<file path="src/hdl/bmprle_pkg.sv">
// Shared types and constants of the BMP RLE8/RLE4 span decoder.
package bmprle_pkg;

  // Default width of the column and line counters.
  localparam int unsigned CoordBitsDef = 16;

  // Configuration register indexes.
  localparam logic [1:0] CFG_FOUR_BIT = 2'd0;
  localparam logic [1:0] CFG_WIDTH    = 2'd1;
  localparam logic [1:0] CFG_HEIGHT   = 2'd2;
  localparam logic [1:0] CFG_FLIP     = 2'd3;

  // Escape codes that follow a zero control byte.
  localparam logic [7:0] ESC_EOL   = 8'd0;
  localparam logic [7:0] ESC_EOB   = 8'd1;
  localparam logic [7:0] ESC_DELTA = 8'd2;

  localparam logic [7:0] NIB_MASK = 8'h0F;

  // Operations handed from the parser to the span unit.
  typedef enum logic [2:0] {
    OP_NONE,
    OP_SPAN,
    OP_EOL,
    OP_EOB,
    OP_DELTA
  } op_e;

  // One queued command. For OP_DELTA, len carries the column step.
  typedef struct packed {
    op_e        op;
    logic       clear;
    logic [7:0] len;
    logic [7:0] pix_a;
    logic [7:0] pix_b;
    logic [7:0] dy;
  } cmd_t;

endpackage

</file>
<file path="src/hdl/bmprle_front.sv">
// Byte parser: tracks the RLE phase and turns bytes into span-unit commands.
module bmprle_front
  import bmprle_pkg::*;
(
  input  logic       clk_i,
  input  logic       rst_ni,
  input  logic       four_bit_i,
  input  logic       in_valid_i,
  output logic       in_ready_o,
  input  logic [7:0] data_byte_i,
  input  logic       frame_start_i,
  input  logic       q_full_i,
  output logic       push_o,
  output cmd_t       cmd_o
);

  typedef enum logic [2:0] {
    PH_CTRL,
    PH_RUNVAL,
    PH_ESC,
    PH_DX,
    PH_DY,
    PH_LIT,
    PH_PAD,
    PH_DONE
  } phase_e;

  phase_e     phase_q, phase_d, phase_cur;
  logic [7:0] run_q, run_d;
  logic [7:0] dx_q, dx_d;
  logic [7:0] left_q, left_d;
  logic       pad_q, pad_d;
  logic [7:0] hi, lo, n;
  logic [8:0] bytes_rle4;
  logic       accept;

  assign in_ready_o = !q_full_i;
  assign accept     = in_valid_i && in_ready_o;

  assign hi = four_bit_i ? {4'b0000, data_byte_i[7:4]} : data_byte_i;
  assign lo = four_bit_i ? (data_byte_i & NIB_MASK) : data_byte_i;
  assign bytes_rle4 = ({1'b0, data_byte_i} + 9'd1) >> 1;

  always_comb begin
    phase_cur = frame_start_i ? PH_CTRL : phase_q;
    phase_d   = phase_cur;
    run_d     = run_q;
    dx_d      = dx_q;
    left_d    = left_q;
    pad_d     = pad_q;
    n         = 8'd0;
    cmd_o       = '0;
    cmd_o.op    = OP_NONE;
    cmd_o.clear = frame_start_i;
    case (phase_cur)
      PH_CTRL: begin
        if (data_byte_i != 8'd0) begin
          run_d   = data_byte_i;
          phase_d = PH_RUNVAL;
        end else begin
          phase_d = PH_ESC;
        end
      end
      PH_RUNVAL: begin
        cmd_o.op    = OP_SPAN;
        cmd_o.len   = run_q;
        cmd_o.pix_a = hi;
        cmd_o.pix_b = lo;
        phase_d     = PH_CTRL;
      end
      PH_ESC: begin
        case (data_byte_i)
          ESC_EOL: begin
            cmd_o.op = OP_EOL;
            phase_d  = PH_CTRL;
          end
          ESC_EOB: begin
            cmd_o.op = OP_EOB;
            phase_d  = PH_DONE;
          end
          ESC_DELTA: phase_d = PH_DX;
          default: begin
            // Absolute literal; a pad byte follows an odd count of data bytes.
            left_d  = data_byte_i;
            pad_d   = four_bit_i ? bytes_rle4[0] : data_byte_i[0];
            phase_d = PH_LIT;
          end
        endcase
      end
      PH_DX: begin
        dx_d    = data_byte_i;
        phase_d = PH_DY;
      end
      PH_DY: begin
        cmd_o.op  = OP_DELTA;
        cmd_o.len = dx_q;
        cmd_o.dy  = data_byte_i;
        phase_d   = PH_CTRL;
      end
      PH_LIT: begin
        if (four_bit_i) begin
          n           = (left_q >= 8'd2) ? 8'd2 : left_q;
          cmd_o.pix_a = hi;
          cmd_o.pix_b = (n == 8'd2) ? lo : 8'd0;
        end else begin
          n           = (left_q >= 8'd1) ? 8'd1 : left_q;
          cmd_o.pix_a = data_byte_i;
          cmd_o.pix_b = data_byte_i;
        end
        cmd_o.op  = OP_SPAN;
        cmd_o.len = n;
        left_d    = left_q - n;
        if (left_d == 8'd0) begin
          phase_d = pad_q ? PH_PAD : PH_CTRL;
        end
      end
      PH_PAD: begin
        pad_d   = 1'b0;
        phase_d = PH_CTRL;
      end
      PH_DONE: phase_d = PH_DONE;
      default: phase_d = PH_CTRL;
    endcase
  end

  assign push_o = accept && ((cmd_o.op != OP_NONE) || frame_start_i);

  always_ff @(posedge clk_i or negedge rst_ni) begin
    if (!rst_ni) begin
      phase_q <= PH_CTRL;
      run_q   <= 8'd0;
      dx_q    <= 8'd0;
      left_q  <= 8'd0;
      pad_q   <= 1'b0;
    end else if (accept) begin
      phase_q <= phase_d;
      run_q   <= run_d;
      dx_q    <= dx_d;
      left_q  <= left_d;
      pad_q   <= pad_d;
    end
  end

endmodule

</file>
<file path="src/hdl/bmprle_queue.sv">
// Two-entry command queue between the parser and the span unit.
module bmprle_queue
  import bmprle_pkg::*;
(
  input  logic clk_i,
  input  logic rst_ni,
  input  logic push_i,
  input  cmd_t cmd_i,
  output logic full_o,
  output logic valid_o,
  input  logic pop_i,
  output cmd_t cmd_o
);

  cmd_t       mem_q [2];
  logic       wr_q, rd_q;
  logic [1:0] cnt_q;

  assign full_o  = (cnt_q == 2'd2);
  assign valid_o = (cnt_q != 2'd0);
  assign cmd_o   = mem_q[rd_q];

  always_ff @(posedge clk_i) begin
    if (push_i) begin
      mem_q[wr_q] <= cmd_i;
    end
  end

  always_ff @(posedge clk_i or negedge rst_ni) begin
    if (!rst_ni) begin
      wr_q  <= 1'b0;
      rd_q  <= 1'b0;
      cnt_q <= 2'd0;
    end else begin
      if (push_i) begin
        wr_q <= !wr_q;
      end
      if (pop_i) begin
        rd_q <= !rd_q;
      end
      case ({push_i, pop_i})
        2'b10:   cnt_q <= cnt_q + 2'd1;
        2'b01:   cnt_q <= cnt_q - 2'd1;
        default: cnt_q <= cnt_q;
      endcase
    end
  end

endmodule

</file>
<file path="src/hdl/bmprle_back.sv">
// Span unit: owns the column and line counters, clips spans and drives results.
module bmprle_back
  import bmprle_pkg::*;
#(
  parameter int unsigned COORD_BITS = CoordBitsDef
) (
  input  logic        clk_i,
  input  logic        rst_ni,
  input  logic [15:0] width_i,
  input  logic [15:0] height_i,
  input  logic        flip_i,
  input  logic        cmd_valid_i,
  input  cmd_t        cmd_i,
  output logic        pop_o,
  output logic        out_valid_o,
  input  logic        out_ready_i,
  output logic [15:0] x_start_o,
  output logic [15:0] row_o,
  output logic [7:0]  span_length_o,
  output logic [7:0]  first_pixel_o,
  output logic [7:0]  second_pixel_o,
  output logic        end_of_image_o
);

  localparam int unsigned CW = (COORD_BITS > 16) ? COORD_BITS : 16;

  function automatic logic [COORD_BITS-1:0] sat_add(logic [COORD_BITS-1:0] a,
                                                    logic [7:0] b);
    logic [COORD_BITS:0] s;
    s = {1'b0, a} + (COORD_BITS+1)'(b);
    return s[COORD_BITS] ? {COORD_BITS{1'b1}} : s[COORD_BITS-1:0];
  endfunction

  logic [COORD_BITS-1:0] col_q, col_d, col_cur;
  logic [COORD_BITS-1:0] line_q, line_d, line_cur;
  logic [CW-1:0]         col_w, line_w, w_w, h_w, avail, row_w;
  logic [7:0]            len_clip;
  logic                  emit, in_image;
  logic                  out_valid_q;
  logic [15:0]           x_q, row_q;
  logic [7:0]            len_q, pa_q, pb_q;
  logic                  eoi_q;

  assign pop_o = cmd_valid_i && (!out_valid_q || out_ready_i);

  always_comb begin
    col_cur  = cmd_i.clear ? '0 : col_q;
    line_cur = cmd_i.clear ? '0 : line_q;
    col_w    = CW'(col_cur);
    line_w   = CW'(line_cur);
    w_w      = CW'(width_i);
    h_w      = CW'(height_i);
    avail    = w_w - col_w;
    in_image = (col_w < w_w) && (line_w < h_w);
    len_clip = (CW'(cmd_i.len) > avail) ? avail[7:0] : cmd_i.len;
    row_w    = flip_i ? (h_w - CW'(1) - line_w) : line_w;
    col_d    = col_cur;
    line_d   = line_cur;
    emit     = 1'b0;
    case (cmd_i.op)
      OP_SPAN: begin
        emit  = in_image;
        col_d = sat_add(col_cur, cmd_i.len);
      end
      OP_EOL: begin
        col_d  = '0;
        line_d = sat_add(line_cur, 8'd1);
      end
      OP_EOB: emit = 1'b1;
      OP_DELTA: begin
        col_d  = sat_add(col_cur, cmd_i.len);
        line_d = sat_add(line_cur, cmd_i.dy);
      end
      default: begin
      end
    endcase
  end

  always_ff @(posedge clk_i or negedge rst_ni) begin
    if (!rst_ni) begin
      col_q       <= '0;
      line_q      <= '0;
      out_valid_q <= 1'b0;
    end else begin
      // A new result takes the register in the same cycle the old one leaves.
      if (pop_o && emit) begin
        out_valid_q <= 1'b1;
      end else if (out_ready_i) begin
        out_valid_q <= 1'b0;
      end
      if (pop_o) begin
        col_q  <= col_d;
        line_q <= line_d;
      end
    end
  end

  always_ff @(posedge clk_i) begin
    if (pop_o && emit) begin
      if (cmd_i.op == OP_EOB) begin
        x_q   <= 16'd0;
        row_q <= 16'd0;
        len_q <= 8'd0;
        pa_q  <= 8'd0;
        pb_q  <= 8'd0;
        eoi_q <= 1'b1;
      end else begin
        x_q   <= col_w[15:0];
        row_q <= row_w[15:0];
        len_q <= len_clip;
        pa_q  <= cmd_i.pix_a;
        pb_q  <= cmd_i.pix_b;
        eoi_q <= 1'b0;
      end
    end
  end

  assign out_valid_o    = out_valid_q;
  assign x_start_o      = x_q;
  assign row_o          = row_q;
  assign span_length_o  = len_q;
  assign first_pixel_o  = pa_q;
  assign second_pixel_o = pb_q;
  assign end_of_image_o = eoi_q;

endmodule

</file>
<file path="src/hdl/bmp_rle_decoder.sv">
// Top level of the BMP RLE8/RLE4 span decoder.
//
// The decoder takes one compressed byte per item on the input channel
// (data_byte_i with frame_start_i, valid/ready) and gives at most one span
// per byte on the output channel: start column, output row, length and the
// two alternating pixel values, or an end-of-image marker.
// A parser accepts bytes and tracks the RLE phase; it hands commands through
// a two-entry queue to a span unit that owns the column and line counters,
// clips spans and holds the result register. One byte is accepted per cycle
// while the queue has room, one command is retired per cycle while the result
// register is free or read, so without stalls the rate is one item per cycle;
// a span goes through a queue entry and then the result register. When the
// receiver stalls, the result register holds its span, the queue fills and
// input ready drops once both queue entries are in use. Reset clears the
// parse phase, the counters, the queue and the result valid, and sets all
// configuration registers to zero. frame_start_i on a byte restarts the image
// before that byte is decoded. The user must write configuration via cfg_we_i,
// cfg_index_i and cfg_data_i only while idle; the block does not enforce this.
module bmp_rle_decoder
  import bmprle_pkg::*;
#(
  parameter int unsigned COORD_BITS = CoordBitsDef
) (
  input  logic        clk_i,
  input  logic        rst_ni,
  input  logic        cfg_we_i,
  input  logic [1:0]  cfg_index_i,
  input  logic [15:0] cfg_data_i,
  input  logic        in_valid_i,
  output logic        in_ready_o,
  input  logic [7:0]  data_byte_i,
  input  logic        frame_start_i,
  output logic        out_valid_o,
  input  logic        out_ready_i,
  output logic [15:0] x_start_o,
  output logic [15:0] row_o,
  output logic [7:0]  span_length_o,
  output logic [7:0]  first_pixel_o,
  output logic [7:0]  second_pixel_o,
  output logic        end_of_image_o
);

  logic        four_bit_q;
  logic [15:0] width_q, height_q;
  logic        flip_q;

  logic push, q_full, q_valid, pop;
  cmd_t cmd_in, cmd_out;

  // Configuration registers.
  always_ff @(posedge clk_i or negedge rst_ni) begin
    if (!rst_ni) begin
      four_bit_q <= 1'b0;
      width_q    <= 16'd0;
      height_q   <= 16'd0;
      flip_q     <= 1'b0;
    end else if (cfg_we_i) begin
      case (cfg_index_i)
        CFG_FOUR_BIT: four_bit_q <= cfg_data_i[0];
        CFG_WIDTH:    width_q    <= cfg_data_i;
        CFG_HEIGHT:   height_q   <= cfg_data_i;
        CFG_FLIP:     flip_q     <= cfg_data_i[0];
        default:      flip_q     <= flip_q;
      endcase
    end
  end

  // Parser: one byte per cycle whenever the queue has room.
  bmprle_front u_front (
    .clk_i         (clk_i),
    .rst_ni        (rst_ni),
    .four_bit_i    (four_bit_q),
    .in_valid_i    (in_valid_i),
    .in_ready_o    (in_ready_o),
    .data_byte_i   (data_byte_i),
    .frame_start_i (frame_start_i),
    .q_full_i      (q_full),
    .push_o        (push),
    .cmd_o         (cmd_in)
  );

  // Decouples the parser from stalls on the output side.
  bmprle_queue u_queue (
    .clk_i   (clk_i),
    .rst_ni  (rst_ni),
    .push_i  (push),
    .cmd_i   (cmd_in),
    .full_o  (q_full),
    .valid_o (q_valid),
    .pop_i   (pop),
    .cmd_o   (cmd_out)
  );

  // Span unit: counters, clipping, optional row flip and the result register.
  bmprle_back #(
    .COORD_BITS (COORD_BITS)
  ) u_back (
    .clk_i          (clk_i),
    .rst_ni         (rst_ni),
    .width_i        (width_q),
    .height_i       (height_q),
    .flip_i         (flip_q),
    .cmd_valid_i    (q_valid),
    .cmd_i          (cmd_out),
    .pop_o          (pop),
    .out_valid_o    (out_valid_o),
    .out_ready_i    (out_ready_i),
    .x_start_o      (x_start_o),
    .row_o          (row_o),
    .span_length_o  (span_length_o),
    .first_pixel_o  (first_pixel_o),
    .second_pixel_o (second_pixel_o),
    .end_of_image_o (end_of_image_o)
  );

endmodule
</file>
<file path="config.mk">
export PLATFORM = sky130hd
export DESIGN_NAME = bmp_rle_decoder
export DESIGN_NICKNAME = d
export VERILOG_FILES = /design/src/hdl/bmprle_pkg.sv /design/src/hdl/bmprle_front.sv /design/src/hdl/bmprle_queue.sv /design/src/hdl/bmprle_back.sv /design/src/hdl/bmp_rle_decoder.sv
export SDC_FILE = /design/constraint.sdc
export NUM_CORES = 1
export LEC_CHECK = 0
export BUFFER_PORTS_ARGS = -buffer_cell sky130_fd_sc_hd__buf_4
export CAP_MARGIN = 20
export CORE_MARGIN = 5
export CORE_UTILIZATION = 40
export CTS_BUF_LIST = sky130_fd_sc_hd__clkbuf_16
export DETAILED_ROUTE_END_ITERATION = 12
export GPL_TIMING_DRIVEN = 0
export MAX_ROUTING_LAYER = met4
export PLACE_DENSITY = 0.63
export SYNTH_ARGS = -nofsm -noshare
export SYNTH_HDL_FRONTEND = slang
export SYNTH_SLANG_ARGS = --single-unit
export TNS_END_PERCENT = 20
</file>
<file path="constraint.sdc">
create_clock -name clk_i -period 9.05 [get_ports clk_i]
set_clock_uncertainty 0.05 [all_clocks]
set_input_delay 1.3575 -clock clk_i [delete_from_list [all_inputs] [get_ports clk_i]]
set_output_delay 1.3575 -clock clk_i [all_outputs]
set_load 0.02 [all_outputs]
</file>
; ---- Word-level counts from Yosys, hierarchy flattened
; Memories as Yosys holds them, arrays and structs flattened.
; Index checks and enable logic that the tools add are counted.
[totals]
latchBits = 0
ram_bits = 72
wordCells = 132
out_inout_bits = 59
romBits = 0
regBits = 156
mem_count = 1
[classes]
reduce_logical = 34
multipliers = 0
n_addsub = 10
mux = 40
n_shift = 0
bitwise_logic = 0
n_div = 0
n_lt_le_gt_ge = 5
n_eq_ne = 21
[memory_table]
columns = name, words, word_bits, read_ports, rd_clocked_by_memory_dff, write_ports, line_no
row1 = u_queue.mem_q, 2, 36, 1, 0, 1, bmprle_queue.sv:15  ; cmd_t mem_q [2];
[op_table]
columns = operator, count
row1 = 16-bit two-way mux, 7
row2 = 16-bit one-hot mux with 2 select lines, 3
row3 = 8-bit two-way mux, 10
row4 = 16-bit by 8-bit adder with 17-bit output, 2
row5 = 16-bit < comparator, 2
row6 = 16-bit subtractor, 2
row7 = 8-bit one-hot mux with 3 select lines, 1
row8 = 3-bit one-hot mux with 3 select lines, 2
row9 = 3-bit one-hot mux with 6 select lines, 1
row10 = "16-bit by 1-bit adder with 17-bit output, second input constant", 1
row11 = "8-bit by 2-bit equality test with 1-bit output, second input constant", 2
row12 = 8-bit by 16-bit greater-than comparator with 1-bit output, 1
row13 = 8-bit zero test, 2
row14 = 8-bit one-hot mux with 2 select lines, 1
row15 = "16-bit by 1-bit subtractor with 16-bit output, second input constant", 1
row16 = "3-bit equality test, second input constant", 5
row17 = "3-bit by 2-bit equality test with 1-bit output, second input constant", 4
row18 = 2-bit AND reduction, 5
row19 = 2-bit nonzero test, 5
row20 = 3-bit two-way mux, 3
row21 = 3-bit AND reduction, 3
row22 = "2-bit equality test, second input constant", 4
row23 = "8-bit by 1-bit equality test with 1-bit output, second input constant", 1
row24 = "8-bit by 1-bit >= comparator with 1-bit output, second input constant", 1
row25 = other kinds (20), 41

; ---- Depth between registers and ports, before layout
[depth]
word_depth = 9
mapped_depth = 23

; ---- Cells and area by module
; From an unflattened synthesis, not the netlist that was laid out.
[unflattened]
hier_cells = 1336
hier_area_um2 = 14014.7
[by_module_without_submodules]
columns = mod, seq_area_each_um2, area_per_inst_um2, instances, cells_each
row1 = bmprle_back, 2537.4, 7487.2, 1, 882
row2 = bmprle_queue, 2262.2, 2934.1, 1, 128
row3 = bmprle_front, 700.7, 2209.6, 1, 252
row4 = bmp_rle_decoder, 850.8, 1383.8, 1, 74

; ---- Worst setup path after synthesis
; OpenSTA, ideal clock, no wires.
[synth_path]
path_kind = register -> register
startpoint = reg u_queue.rd_q
endpoint = reg u_back.eoi_q, in the netlist u_back.end_of_image_o (enable)
n_path_buf = 5
path_slack_ns = 2.815
arrival_ns = 5.693
path_stages_with_launch = 16
setup_ns = 0.492
period_less_slack_ns = 6.235
path_cell_list = dfrtp_1 -> buf_2 -> mux2i_4 -> buf_2 -> buf_2 -> buf_2 -> buf_1 -> nand2_1 -> ha_1 -> nand4_1 -> o21bai_1 -> o211ai_1 -> a21oi_1 -> o21ai_1 -> a221oi_1 -> a21oi_1
[synth_between]
elab_chain_cells = 6
[synth_lines]
columns = item, line_no
row1 = "start, declared", bmprle_queue.sv:16  ; logic wr_q, rd_q;
row2 = "start signal, assigned", bmprle_queue.sv:39  ; rd_q <= !rd_q;
row3 = memory read 2 x 36 bit (*), n/a
row4 = 16-bit two-way mux (on tied branches), "bmprle_back.sv:47, bmprle_back.sv:48"
row5 = 16-bit < comparator, bmprle_back.sv:54  ; in_image = (col_w < w_w) && (line_w < h_w);
row6 = 1-bit logical AND, bmprle_back.sv:54
row7 = 1-bit one-hot mux with 2 select lines (*), bmprle_back.sv:60  ; case (cmd_i.op)
row8 = 1-bit logical AND (*), bmprle_back.sv:99  ; if (pop_o && emit) begin
row9 = "end signal, assigned", bmprle_back.sv:106  ; eoi_q <= 1'b1;
row10 = "end signal, assigned", bmprle_back.sv:113  ; eoi_q <= 1'b0;
row11 = "end, declared", bmprle_back.sv:42  ; logic eoi_q;
; Every way passes the cells marked *; elsewhere a longest branch is shown, timed or not.
; A chain may end at the register's enable or synchronous reset.

; ---- Final worst setup path
[layout_path]
startpoint = reg u_queue.rd_q
endpoint = reg u_back.len_q[7], in the netlist u_back.span_length_o[7], data pin
[layout_between]
elab_chain_cells = 5
[layout_lines]
columns = item, line_no
row1 = memory read 2 x 36 bit (*), n/a
row2 = 16-bit two-way mux, bmprle_back.sv:47  ; col_cur = cmd_i.clear ? '0 : col_q;
row3 = 16-bit subtractor, bmprle_back.sv:53  ; avail = w_w - col_w;
row4 = 8-bit by 16-bit greater-than comparator with 1-bit output, bmprle_back.sv:55  ; len_clip = (CW'(cmd_i.len) > avail) ? avail[7:0] : cmd_i.len;
row5 = 8-bit two-way mux, bmprle_back.sv:55
row6 = "end signal, assigned", bmprle_back.sv:110  ; len_q <= len_clip;
row7 = "end, declared", bmprle_back.sv:41  ; logic [7:0] len_q, pa_q, pb_q;
; Marked as above.

==> key figures <==
Critical path
  • Worst R2R Setup Slack: 2.63 ns
  • CP arrival: around 6.6 ns
  • CP startpoint kind: flip-flop
  • Worst r2r src: u_queue.rd_q
  • CP Class: flip-flop to flip-flop
  • Worst Path Max Fanout: 10
  • Setup crit end kind: flip-flop
  • RR Endpoint: u_back.span_length_o[7]
  • Worst Reg-to-Reg Cells: 23
  • Worst path required time: about 9 ns

Synthesis
  • Synth top area share: 0.2911
  • Synth cell types: 85
  • FFs w/ async S/R, synth: 0.4342
  • Avg Cell Area, Syn: about 10 um^2
  • Area leader, netlist: edfxtp_1
  • Largest cells by area after synthesis: edfxtp_1, dfrtp_1, ha_1
  • Cells after Synth: 1277
  • Sequential cell area fraction in the yosys report: 0.4773
  • Yosys warning count: 0
  • Top FF cell, synth: edfxtp_1
  • Post-synth EDFFs: about 130
  • Post-Syn Area: between 10000 and 15000 um^2
  • Yosys reg bits: 228

Clock tree
  • Clock Pin Slew Worst Setup and Hold Paths: around 0.06 ns
  • Post-CTS Setup Inserts: 0
  • CTS sink count: between 200 and 250
  • Hold bufs inserted after CTS: 0
  • Total CTS buffers: 26
  • CTS Buffer Depth: 3
  • TritonCTS clock tree: built
  • Worst-Skew Late Latency: around 0.53 ns
  • # H-tree levels: 1
  • Post-CTS sizing: 0
  • Clock root buffer: clkbuf_16

Place
  • Final Wtd Congestion: around 0.93
  • Dpl cells: around 1800
  • Port Buffer Count: 90
  • Post-DP Area: 14700 um^2
  • Placement Setup Slack: about 2.6 ns
  • Detailed placement HPWL: 26000 um

Floorplanning
  • Die height: just under 200 um
  • IO Count: 91
  • Core Area: 32700 um^2
  • Die ar.: around 37000 um^2
  • Horiz. Die Dim: roughly 190 um
  • Initial core utilization: 0.4069
  • Site row count: 66

Detailed routing
  • Initial drt markers: between 700 and 800
  • DRT Pass-1 Iters: 5
  • Via/cell ratio: approximately 5.5
  • Post-detailed-routing wire length: 34100 um
  • Routed via count: about 10000
  • DRC violations left: 0
  • Wirelength per Cell: between 15 and 20 um
  • Post-DRT Antenna Nets: 0

STA
  • Worst Slack Setup Final: ~2.6 ns
  • Minimum clock period: 6.423 ns
  • Final setup vio count: 0
  • Final Hold Viols: 0
  • Max Fclk: around 160 MHz
  • RSZ-0062 raised after global routing: no
  • Period Utilization, post-route: 0.7097
  • Least-Margin Pin Slew: a little over 1 ns
  • Final hold slack: 0.4173 ns
  • Setup tns final: 0 ns
  • Fin. max-slew vios: 0
  • Max-slew headroom: 0.3109

Finish
  • Most frequent cells in the layout: nor2_1, edfxtp_1, dfrtp_1, nand2_1, buf_4
  • Final Cell Area: 15540 um^2
  • Layout cells sized above 1: 0.1658
  • Layout Utilization: 0.4754
  • Final net count: ~1500
  • Commonest non-fill, non-tap cell in the layout: nor2_1
  • Antenna Cells: 0
  • Syn-to-layout area delta: 16.83%
  • Non-Filler Instances: 1865

Global routing
  • Gr ovfl total: 0
  • First-pass GRT wire length: 53900 um
  • Number of global-route vias before repair: 9983
  • Initial antenna violation count: 0
  • Largest net degree at the start of global routing: 68
  • Tot GR Track Use: 0.1881

Min path
  • Hold Path Depth: 2
  • Hold WC Path Type: flip-flop to flip-flop
  • Worst Hold Endpoint: u_back.col_q[2]
  • Worst min-delay path startpoint: u_back.col_q[2]

Power and ir drop
  • Leak: approximately 6.5 nW
  • Pwr dens: 299.0 nW/um^2
  • Peak VDD IR: 0.0001519 V
  • Final Power: approximately 4.6 mW

Status
  • Status: completed

Run
  • Max-cap violation count: 0
critical path, stage by stage (launching register included):
cell and delay [ns]:
dfrtp_1 0.31, buf_2 0.19, mux2i_4 0.42, buf_2 0.29, buf_2 0.26, buf_2 0.30, buf_1 0.49, nand2_1 0.33
ha_1 0.40, nor2b_1 0.15, o31a_1 0.28, o21ai_1 0.20, o2bb2ai_1 0.21, xor2_1 0.24, ha_1 0.28, and4_1 0.21
a32o_1 0.21, a21oi_1 0.12, nand4_1 0.12, a2111oi_2 0.38, nand4_2 0.26, buf_2 0.25, nand3_1 0.09, o31ai_1 0.08
sequential cells by signal (all words and copies together) (netlist names), 2 cells and up:
name and cells:
u_front.dx_q 8, u_back.span_length_o 8, u_queue.mem_q 72, u_front.left_q 8
u_back.line_q 16, u_back.x_start_o 16, u_queue.cnt_q 2, width_q 16
u_front.phase_q 3, u_back.row_o 16, u_back.first_pixel_o 8, u_front.run_q 8
u_back.col_q 16, u_back.second_pixel_o 8, height_q 16
cell usage after synthesis (all sizes together), types with 10 or more instances:
cell type / count
nor2: 137
buf: 16
xnor2: 32
nor2b: 11
clkbuf: 29
o21a: 17
nor3: 25
mux2i: 28
a21o: 17
ha: 83
nand2: 99
a211oi: 12
a31oi: 10
edfxtp: 129
o31ai: 14
xor2: 11
mux2: 71
nand3: 22
and2: 31
inv: 73
nand4: 16
dfrtp: 99
a21oi: 79
o21ai: 77
worst max-delay path by stage:
stage                       from                        to  slack, ns  cells past startpoint
floorplan           u_queue.rd_q     u_back.end_of_image_o       2.81                     15
global placement    u_queue.rd_q  u_back.second_pixel_o[3]       0.11                     15
detailed placement  u_queue.rd_q   u_back.span_length_o[7]       2.60                     23
CTS                 u_queue.rd_q   u_back.span_length_o[7]       2.59                     23
global route        u_queue.rd_q   u_back.span_length_o[3]       2.21                     23
finish              u_queue.rd_q   u_back.span_length_o[7]       2.63                     23
routing by layer:
layer / GRT usage / wire (um) / vias to the layer above
li1: - / - / 4910
met1: 0.2535 / 15400 / 4909
met2: 0.3067 / 15940 / 300
met3: 0.02171 / 1860 / 54
met4: 0.04608 / 894 / 0
met5: - / 0 / -
cell families (layout without fill, tap and decap cells):
family	Yosys count	count (layout)	share of synthesized area
and+or+nand+nor	399	399	0.1435
AOI/OAI and AO/OA	300	300	0.1485
DFF	228	228	0.4773
buffers and inverters	119	261	0.03442
muxes	99	99	0.08210
adders and majority gates	88	88	0.08558
xor gates and xnor gates	43	43	0.02831
other	1	5	0.0002818
cell type report:
class / count / area [um^2]
Buffer: 45 / 180.2
Clock buffer: 27 / 675.6
Clock inverter: 20 / 172.7
Fill cell: 3037 / 17160
Inverter: 74 / 277.8
Multi-Input combinational cell: 934 / 6551
Sequential cell: 228 / 6351
Tap cell: 442 / 553.0
Timing Repair Buffer: 95 / 783.3
power by group:
group	switching (mW)	leakage (nW)	total [mW]	internal [mW]
sequential	0.139	2.44	1.57	1.43
clock	0.434	0.427	1.04	0.602
combinational	1.23	3.63	2.05	0.812
Power figures use the tool's default switching activity.
